<file path="src/rtl/pidpi_pkg.sv">
package pidpi_pkg;

	// Fixed field widths
	localparam int GAIN_W     = 16;
	localparam int LIMIT_W    = 15;
	localparam int DBAND_W    = 16;
	localparam int DRIVE_W    = 16;
	localparam int ACC_W      = 32;
	localparam int CFG_IDX_W  = 3;
	localparam int CFG_DATA_W = 16;

	typedef enum logic [CFG_IDX_W-1:0] {
		REG_MODE           = 3'd0,
		REG_GAIN_P         = 3'd1,
		REG_GAIN_I         = 3'd2,
		REG_GAIN_D         = 3'd3,
		REG_DRIVE_LIMIT    = 3'd4,
		REG_INTEGRAL_LIMIT = 3'd5,
		REG_DEAD_BAND      = 3'd6
	} cfg_reg_t;

	typedef enum logic {
		MODE_POSITION    = 1'b0,
		MODE_INCREMENTAL = 1'b1
	} pid_mode_t;

endpackage

</file>
<file path="src/rtl/pidpi_if.sv">
interface pidpi_sample_if #(
	parameter int SAMPLE_WIDTH = 16
) ();
	logic                           valid;
	logic                           ready;
	logic signed [SAMPLE_WIDTH-1:0] setpoint;
	logic signed [SAMPLE_WIDTH-1:0] measured;

	modport source (output valid, output setpoint, output measured, input ready);
	modport sink   (input valid, input setpoint, input measured, output ready);
endinterface

interface pidpi_drive_if
	import pidpi_pkg::*;
();
	logic                      valid;
	logic                      ready;
	logic signed [DRIVE_W-1:0] drive;

	modport source (output valid, output drive, input ready);
	modport sink   (input valid, input drive, output ready);
endinterface

</file>
<file path="src/rtl/pid_controller_pos_incr_unit.sv">
// A sample transaction goes through the input register, the operand and product
// stages and the output register before its drive shows on the result channel.
// Throughput: one transaction per cycle unless stalled; the state loop (error
// sum, past errors) closes in stage 2, the held drive in the output stage.
// Reset (arst_n low): registers return to their defaults, state clears,
// pipeline empties. Any valid register write also clears the state.
module pid_controller_pos_incr_unit
	import pidpi_pkg::*;
#(
	parameter int SAMPLE_WIDTH   = 16,
	parameter int GAIN_FRAC_BITS = 8
) (
	input  logic                  clk,
	input  logic                  arst_n,
	input  logic                  cfg_we,
	input  logic [CFG_IDX_W-1:0]  cfg_idx,
	input  logic [CFG_DATA_W-1:0] cfg_data,
	pidpi_sample_if.sink          sample,
	pidpi_drive_if.source         result
);

	// Derived widths
	localparam int EW  = SAMPLE_WIDTH + 1;              // error
	localparam int PXW = SAMPLE_WIDTH + 2;              // proportional operand
	localparam int DXW = SAMPLE_WIDTH + 3;              // derivative operand
	localparam int IXW = (EW > ACC_W) ? EW : ACC_W;     // integral operand
	localparam int SAW = IXW + 1;                       // error sum before saturation
	localparam int CW  = (EW > DBAND_W) ? EW : DBAND_W; // dead band compare
	localparam int PPW = GAIN_W + PXW;
	localparam int IPW = GAIN_W + IXW;
	localparam int DPW = GAIN_W + DXW;
	localparam int YW  = ((DPW > PPW) ? DPW : PPW) + 2;  // drive sum

	// Configuration registers
	pid_mode_t                 mode_q;
	logic signed [GAIN_W-1:0]  gain_p_q;
	logic signed [GAIN_W-1:0]  gain_i_q;
	logic signed [GAIN_W-1:0]  gain_d_q;
	logic        [LIMIT_W-1:0] drive_limit_q;
	logic        [LIMIT_W-1:0] integral_limit_q;
	logic        [DBAND_W-1:0] dead_band_q;
	logic                      cfg_hit;

	// Controller state
	logic signed [ACC_W-1:0]   err_sum_q;
	logic signed [EW-1:0]      err_last_q;
	logic signed [EW-1:0]      err_prev_q;
	logic signed [DRIVE_W-1:0] drive_held_q;
	logic                      first_q;

	// Pipeline valids and flow control
	logic v_s1, v_s2, v_s3, v_s4;
	logic rdy1, rdy2, rdy3, rdy4;
	logic adv2, adv4;

	// Stage 1: input register
	logic signed [SAMPLE_WIDTH-1:0] setpoint_s1;
	logic signed [SAMPLE_WIDTH-1:0] measured_s1;

	// Stage 2: operands for the three products
	logic signed [PXW-1:0] p_x_s2;
	logic signed [IXW-1:0] i_x_s2;
	logic signed [DXW-1:0] d_x_s2;
	logic                  dz_s2;

	// Stage 3: scaled terms
	logic signed [PPW-1:0] term_p_s3;
	logic signed [IPW-1:0] term_i_s3;
	logic signed [DPW-1:0] term_d_s3;
	logic                  dz_s3;

	// Stage 4: output register
	logic signed [DRIVE_W-1:0] drive_s4;

	// Stage 2 combinational
	logic signed [EW-1:0]    err;
	logic signed [EW-1:0]    err_last_eff;
	logic        [EW-1:0]    err_mag;
	logic signed [SAW-1:0]   sum_wide;
	logic signed [ACC_W-1:0] sum_next;
	logic                    sum_ovf;
	logic signed [PXW-1:0]   p_x;
	logic signed [IXW-1:0]   i_x;
	logic signed [DXW-1:0]   d_x;

	// Stage 3 combinational
	logic signed [PPW-1:0] prod_p;
	logic signed [IPW-1:0] prod_i;
	logic signed [DPW-1:0] prod_d;

	// Stage 4 combinational
	logic signed [IPW-1:0]     ilim;
	logic signed [IPW-1:0]     term_i_cl;
	logic signed [YW-1:0]      lim;
	logic signed [YW-1:0]      held;
	logic signed [YW-1:0]      y_sum;
	logic signed [YW-1:0]      y_cl;
	logic signed [DRIVE_W-1:0] y_out;

	// Flow control: a stage loads when it is empty or its contents move on
	assign rdy4 = !v_s4 || result.ready;
	assign rdy3 = !v_s3 || rdy4;
	assign rdy2 = !v_s2 || rdy3;
	assign rdy1 = !v_s1 || rdy2;
	assign adv2 = v_s1 && rdy2;
	assign adv4 = v_s3 && rdy4;

	assign sample.ready = rdy1;
	assign result.valid = v_s4;
	assign result.drive = drive_s4;

	// Register decode: an index past the last register is dropped and clears nothing
	always_comb begin
		case (cfg_reg_t'(cfg_idx))
			REG_MODE,
			REG_GAIN_P,
			REG_GAIN_I,
			REG_GAIN_D,
			REG_DRIVE_LIMIT,
			REG_INTEGRAL_LIMIT,
			REG_DEAD_BAND: cfg_hit = cfg_we;
			default:       cfg_hit = 1'b0;
		endcase
	end

	always_ff @(posedge clk or negedge arst_n) begin
		if (!arst_n) begin
			mode_q           <= MODE_POSITION;
			gain_p_q         <= '0;
			gain_i_q         <= '0;
			gain_d_q         <= '0;
			drive_limit_q    <= '1;
			integral_limit_q <= '1;
			dead_band_q      <= '0;
		end else if (cfg_we) begin
			case (cfg_reg_t'(cfg_idx))
				REG_MODE:           mode_q           <= pid_mode_t'(cfg_data[0]);
				REG_GAIN_P:         gain_p_q         <= $signed(cfg_data[GAIN_W-1:0]);
				REG_GAIN_I:         gain_i_q         <= $signed(cfg_data[GAIN_W-1:0]);
				REG_GAIN_D:         gain_d_q         <= $signed(cfg_data[GAIN_W-1:0]);
				REG_DRIVE_LIMIT:    drive_limit_q    <= cfg_data[LIMIT_W-1:0];
				REG_INTEGRAL_LIMIT: integral_limit_q <= cfg_data[LIMIT_W-1:0];
				REG_DEAD_BAND:      dead_band_q      <= cfg_data[DBAND_W-1:0];
				default: ;
			endcase
		end
	end

	// Stage 2: error, saturating sum, operand selection per form
	always_comb begin
		err = EW'(setpoint_s1) - EW'(measured_s1);
		err_mag = err[EW-1] ? EW'($unsigned(-err)) : EW'($unsigned(err));

		// Position form seeds the past error with the current one on the first sample
		err_last_eff = (mode_q == MODE_POSITION && first_q) ? err : err_last_q;

		sum_wide = SAW'(err_sum_q) + SAW'(err);
		sum_ovf  = (sum_wide[SAW-1:ACC_W-1] != '0) && (sum_wide[SAW-1:ACC_W-1] != '1);
		if (!sum_ovf) begin
			sum_next = sum_wide[ACC_W-1:0];
		end else if (sum_wide[SAW-1]) begin
			sum_next = {1'b1, {(ACC_W-1){1'b0}}};
		end else begin
			sum_next = {1'b0, {(ACC_W-1){1'b1}}};
		end

		if (mode_q == MODE_POSITION) begin
			p_x = PXW'(err);
			i_x = IXW'(sum_next);
			d_x = DXW'(err) - DXW'(err_last_eff);
		end else begin
			p_x = PXW'(err) - PXW'(err_last_q);
			i_x = IXW'(err);
			d_x = DXW'(err) + DXW'(err_prev_q) - (DXW'(err_last_q) <<< 1);
		end
	end

	// State: advance with each item leaving stage 1, clear on any register write
	always_ff @(posedge clk or negedge arst_n) begin
		if (!arst_n) begin
			err_sum_q    <= '0;
			err_last_q   <= '0;
			err_prev_q   <= '0;
			drive_held_q <= '0;
			first_q      <= 1'b1;
		end else if (cfg_hit) begin
			err_sum_q    <= '0;
			err_last_q   <= '0;
			err_prev_q   <= '0;
			drive_held_q <= '0;
			first_q      <= 1'b1;
		end else begin
			if (adv2) begin
				err_last_q <= err;
				if (mode_q == MODE_POSITION) begin
					err_sum_q <= sum_next;
					first_q   <= 1'b0;
					if (first_q) begin
						err_prev_q <= err;
					end
				end else begin
					err_prev_q <= err_last_q;
				end
			end
			if (adv4) begin
				drive_held_q <= y_out;
			end
		end
	end

	// Stage 3: products, floor-scaled by an arithmetic shift
	always_comb begin
		prod_p = PPW'(gain_p_q) * PPW'(p_x_s2);
		prod_i = IPW'(gain_i_q) * IPW'(i_x_s2);
		prod_d = DPW'(gain_d_q) * DPW'(d_x_s2);
	end

	// Stage 4: integral clamp, sum, drive clamp, dead band
	always_comb begin
		ilim = IPW'($signed({1'b0, integral_limit_q}));
		if (term_i_s3 > ilim) begin
			term_i_cl = ilim;
		end else if (term_i_s3 < -ilim) begin
			term_i_cl = -ilim;
		end else begin
			term_i_cl = term_i_s3;
		end

		held  = (mode_q == MODE_INCREMENTAL) ? YW'(drive_held_q) : '0;
		y_sum = YW'(term_p_s3) + YW'(term_i_cl) + YW'(term_d_s3) + held;

		lim = YW'($signed({1'b0, drive_limit_q}));
		if (y_sum > lim) begin
			y_cl = lim;
		end else if (y_sum < -lim) begin
			y_cl = -lim;
		end else begin
			y_cl = y_sum;
		end

		y_out = dz_s3 ? '0 : DRIVE_W'(y_cl);
	end

	// Valid bits
	always_ff @(posedge clk or negedge arst_n) begin
		if (!arst_n) begin
			v_s1 <= 1'b0;
			v_s2 <= 1'b0;
			v_s3 <= 1'b0;
			v_s4 <= 1'b0;
		end else begin
			if (rdy1) v_s1 <= sample.valid;
			if (rdy2) v_s2 <= v_s1;
			if (rdy3) v_s3 <= v_s2;
			if (rdy4) v_s4 <= v_s3;
		end
	end

	// Payload registers: load on transfer, hold otherwise
	always_ff @(posedge clk) begin
		if (rdy1 && sample.valid) begin
			setpoint_s1 <= sample.setpoint;
			measured_s1 <= sample.measured;
		end
		if (adv2) begin
			p_x_s2 <= p_x;
			i_x_s2 <= i_x;
			d_x_s2 <= d_x;
			dz_s2  <= CW'(err_mag) < CW'(dead_band_q);
		end
		if (rdy3 && v_s2) begin
			term_p_s3 <= prod_p >>> GAIN_FRAC_BITS;
			term_i_s3 <= prod_i >>> GAIN_FRAC_BITS;
			term_d_s3 <= prod_d >>> GAIN_FRAC_BITS;
			dz_s3     <= dz_s2;
		end
		if (adv4) begin
			drive_s4 <= y_out;
		end
	end

	// Held drive never leaves the current drive limit
	a_held_in_limit: assert property (@(posedge clk) disable iff (!arst_n)
		(drive_held_q <= $signed({1'b0, drive_limit_q})) &&
		(drive_held_q >= -$signed({1'b0, drive_limit_q})))
		else $error("held drive outside drive limit");

	// Input stalls only when every stage holds a transaction
	a_stall_full: assert property (@(posedge clk) disable iff (!arst_n)
		!sample.ready |-> (v_s1 && v_s2 && v_s3 && v_s4))
		else $error("input stalled with an empty stage");

	// A dead-band transaction leaves as zero
	a_dead_band_zero: assert property (@(posedge clk) disable iff (!arst_n)
		(adv4 && dz_s3) |=> (result.drive == '0))
		else $error("dead band transaction gave a nonzero drive");

	// Incremental form never touches the error sum
	a_incr_sum_frozen: assert property (@(posedge clk) disable iff (!arst_n)
		(mode_q == MODE_INCREMENTAL && !cfg_hit) |=> $stable(err_sum_q))
		else $error("error sum changed in incremental form");

	// First position-form transaction clears the first-sample flag
	a_first_cleared: assert property (@(posedge clk) disable iff (!arst_n)
		(adv2 && mode_q == MODE_POSITION && !cfg_hit) |=> !first_q)
		else $error("first-sample flag not cleared");

endmodule

</file>
<file path="src/flat_wrapper.sv">
// flat-port wrapper written by rule: the top's interface ports become plain ports
module pid_controller_pos_incr_unit_flat import pidpi_pkg::*;
#(
	parameter int SAMPLE_WIDTH   = 16,
	parameter int GAIN_FRAC_BITS = 8
)
  (clk, arst_n, cfg_we, cfg_idx, cfg_data, sample_valid, sample_setpoint, sample_measured, sample_ready, result_valid, result_drive, result_ready);
  pidpi_sample_if #(.SAMPLE_WIDTH(SAMPLE_WIDTH)) sample_i ();
  pidpi_drive_if result_i ();
  input  logic clk;
  input  logic arst_n;
  input  logic cfg_we;
  input  logic [CFG_IDX_W-1:0] cfg_idx;
  input  logic [CFG_DATA_W-1:0] cfg_data;
  input wire logic [$bits(sample_i.valid)-1:0] sample_valid;
  input wire logic [$bits(sample_i.setpoint)-1:0] sample_setpoint;
  input wire logic [$bits(sample_i.measured)-1:0] sample_measured;
  output wire logic [$bits(sample_i.ready)-1:0] sample_ready;
  output wire logic [$bits(result_i.valid)-1:0] result_valid;
  output wire logic [$bits(result_i.drive)-1:0] result_drive;
  input wire logic [$bits(result_i.ready)-1:0] result_ready;
  assign sample_i.valid = sample_valid;
  assign sample_i.setpoint = sample_setpoint;
  assign sample_i.measured = sample_measured;
  assign sample_ready = sample_i.ready;
  assign result_valid = result_i.valid;
  assign result_drive = result_i.drive;
  assign result_i.ready = result_ready;
  pid_controller_pos_incr_unit #(.SAMPLE_WIDTH(SAMPLE_WIDTH), .GAIN_FRAC_BITS(GAIN_FRAC_BITS)) u_core (.clk(clk), .arst_n(arst_n), .cfg_we(cfg_we), .cfg_idx(cfg_idx), .cfg_data(cfg_data), .sample(sample_i), .result(result_i));
endmodule
</file>
<file path="config.mk">
export PLATFORM = sky130hd
export DESIGN_NAME = pid_controller_pos_incr_unit_flat
export DESIGN_NICKNAME = d
export VERILOG_FILES = /design/src/rtl/pidpi_pkg.sv /design/src/rtl/pidpi_if.sv /design/src/rtl/pid_controller_pos_incr_unit.sv /design/src/flat_wrapper.sv
export SDC_FILE = /design/constraint.sdc
export NUM_CORES = 2
export LEC_CHECK = 0
export ABC_AREA = 1
export ABC_CLOCK_PERIOD_IN_PS = 9000
export BUFFER_PORTS_ARGS = -buffer_cell sky130_fd_sc_hd__buf_2
export CORE_AREA = 2 2 445 447
export DETAILED_ROUTE_END_ITERATION = 12
export DIE_AREA = 0 0 447 449
export PLACE_DENSITY = 0.54
export REMOVE_ABC_BUFFERS = 1
export SLEW_MARGIN = 25
export SYNTH_ARGS = -nofsm -noshare
export SYNTH_HDL_FRONTEND = slang
export SYNTH_SLANG_ARGS = --single-unit
</file>
<file path="constraint.sdc">
create_clock -name clk -period 9 [get_ports clk]
set_input_delay 0.9 -clock clk [delete_from_list [all_inputs] [get_ports clk]]
set_output_delay 0.9 -clock clk [all_outputs]
set_load 0.005 [all_outputs]
</file>
==> flow_metrics.tcl <==
set metrics [dict create \
    grt_first_pass_wirelength_mm 327 \
    syn_area_um2 68200 \
    synth-edff-count 212 \
    worst_pin_slew_ns 1.14 \
    holdWs_ns 0.240 \
    cts_sinks 394 \
    critPathMaxStageDelay_ns 0.58 \
    synth_top_area_share_pct 34.3 \
    met3_usage_pct 2.44 \
    met1_usage_pct 29.0 \
    cp_data_required_time_ns 9.39 \
    post-dp-hpwl_mm 166 \
    die_w_um 447 \
    detail-route-antenna-nets 0 \
    place.gp.congestion 0.888 \
    synth_cell_types 57 \
    finalSetupTns_ns 0 \
    place_area_um2 71600 \
    worst-setup-path-type "register to register" \
    clk_latency_ns 0.67 \
    core_um2 196000 \
    clockBufferDepth 3 \
    firstDrtPassIters 7 \
    endpoint_kind "register" \
    fp.dieH_um 449 \
    grt_util_all_layers_pct 20.9 \
    skew_ns 0.0330 \
    numCtsBuffers 48 \
    slew_violations 0 \
    ys_seq_area_share_pct 16.1 \
    globalRouteOverflowTotal 0 \
    drc 0 \
    dr.first_iter.drc_count 3436 \
    cp_max_fo 19 \
    synth_warnings 0 \
    clk_pin_slew_ns 0.07 \
    routedWlPerCell_um 18.7 \
    grt_max_degree 80 \
    root_buffer "clkbuf_16" \
    max-cap-violations 0 \
    ys.flop_type "edfxtp_1" \
    cts_tree "done" \
    synthCells 8345 \
    outcome "finished, final reports clean" \
    die_area_um2 201000 \
    postLayoutCellArea_um2 73600 \
    layout-drive-gt1-share_pct 5.43 \
    vias_per_cell 4.83 \
    hp-class "primary input to asynchronous set/reset pin" \
    yosysMostFrequentCell "inv_1" \
    fin_nets 10100 \
    pin_count 74 \
    vias 53100 \
    initial_core_util_pct 34.8 \
    arrival_ns 8.78 \
    wirelength_mm 206 \
    use_met2_pct 34.6 \
    top_usage_layer "met2" \
    syn_to_final_growth_pct 7.99 \
    startpoint_type "register" \
    holdBufCountCts 0 \
    cts_max_level 2 \
    synth_commonest_cells "2088 x inv_1, 2021 x nand2_1, 1170 x fa_1" \
    row_count 163 \
    synth_seq_cells 394 \
    cpMostUsedCell "nand2_1" \
    antenna_found_initial 11 \
    relSlewSlack_pct 24.0 \
    avgSynthCellArea_um2 8.17 \
    grt_pass1_vias 56500 \
    io_buffers 73 \
    finalSetupViolCount 0 \
    finalHoldViolations 0 \
    synthTopCellsByArea "fa_1 34%, inv_1 11%, nand2_1 11%" \
    fmax_mhz 119 \
    cp_slowest_cell "dfstp_2" \
    period_share_pct 93.2 \
    synth_top_area_cell "fa_1" \
    synth_async_sr_flop_share_pct 46.2 \
    finalWorstPathRequiredPeriod_ns 8.39 \
]
[cell families (layout without fill, tap and decap cells)]
logic type	count (synthesis)	in the layout	synth area share, %
AO/OA/AOI/OAI	884	884	7.13
XOR/XNOR	238	238	3.08
buffers and inverters	2372	2367	13.1
multiplexers	1	1	0.0147
adder cells (fa/ha/maj)	1716	1716	44.4
AND/OR/NAND/NOR	2740	2741	16.3
other	0	9	0
flip-flops	394	394	16.1
[layout by cell type, fill, tap and decap left out, types with 18 or more instances in the layout]
cell type / count
nand2_1: 2014
xnor2_1: 80
inv_1: 2084
a21oi_1: 341
buf_4: 98
o21ai_0: 340
nor3_1: 61
clkbuf_16: 49
o21a_1: 18
dfstp_2: 31
nand4_1: 62
edfxtp_1: 212
o211ai_1: 23
buf_2: 72
fa_1: 1170
nand2_2: 21
xor2_1: 149
dfrtp_1: 148
nor2_1: 300
o22ai_1: 23
ha_1: 542
o21bai_1: 19
a31oi_1: 24
or2_2: 77
nand3_1: 144
[state kept, by name, indices dropped and copies added (netlist names), 17 cells and up]
signal	cells
u_core.err_sum_q	32
u_core.p_x_s2	18
u_core.i_x_s2	32
u_core.err_prev_q	17
u_core.term_d_s3	27
u_core.term_p_s3	26
u_core.d_x_s2	19
u_core.term_i_s3	40
u_core.err_last_q	17
[per-layer routing]
| metal | vias to the layer above | routed length (um) |
|---|---|---|
| met5 | - | 0 |
| met3 | 249 | 10800 |
| met2 | 1356 | 96000 |
| met1 | 26600 | 93500 |
| met4 | 0 | 5240 |
| li1 | 24900 | - |
[cell type report]
| cell class | instances | area [um2] |
|---|---|---|
| multi-input cells | 5580 | 48600 |
| flip-flops and latches | 394 | 11000 |
| well taps | 2640 | 3300 |
| fillers | 20400 | 123000 |
| inverters | 2101 | 7890 |
| clock inverters | 28 | 390 |
| diodes | 9 | 22.5 |
| clock buffers | 62 | 1310 |
| repair buffers | 176 | 1170 |
[repair_timing]
action,4_1_cts,5_1_grt
pin swaps,0,4
setup endpoints to repair,32,32
gates resized for setup,1,52
gates cloned,0,1
buffers inserted,0,2
[path summary, 6_finish.rpt]
check	startpoint	end	slack, ns	cells past startpoint
worst max register to register	u_core.integral_limit_q[0]	u_core.result.drive[3]	0.61	58
worst min-delay path	arst_n	u_core.err_sum_q[20]	0.24	1
min in group clk	sample_measured[10]	u_core.measured_s1[10]	0.41	1
worst max-delay path	u_core.integral_limit_q[0]	u_core.result.drive[3]	0.61	58
max in group asynchronous	arst_n	u_core.drive_held_q[11]	7.24	2
worst min register to register	u_core.gain_d_q[9]	u_core.gain_d_q[9]	0.48	2
[worst max-delay path, delay by kind of cell, from the launching register on]
kind            cells  cell delay [ns]
flops               1             0.58
buf+inv             9             0.85
compound gates      2             0.22
simple gates       40             3.87
fa+ha+maj           7             2.56
[through the flow]
| step | utilization (%) | instances | worst slack, ns |
|---|---|---|---|
| floorplan | - | 8074 | 0.811 |
| global placement | 36.5 | 10900 | -0.239 |
| detailed placement | 36.5 | 10900 | -0.157 |
| CTS | 37.4 | 11000 | 0.130 |
| global route | 37.5 | 11000 | -0.00724 |
| finish | 37.5 | 11000 | 0.610 |
Power is left out: the tool's default activity adds up to more than one toggle a clock period on the data nets, which glitch-free logic cannot reach.
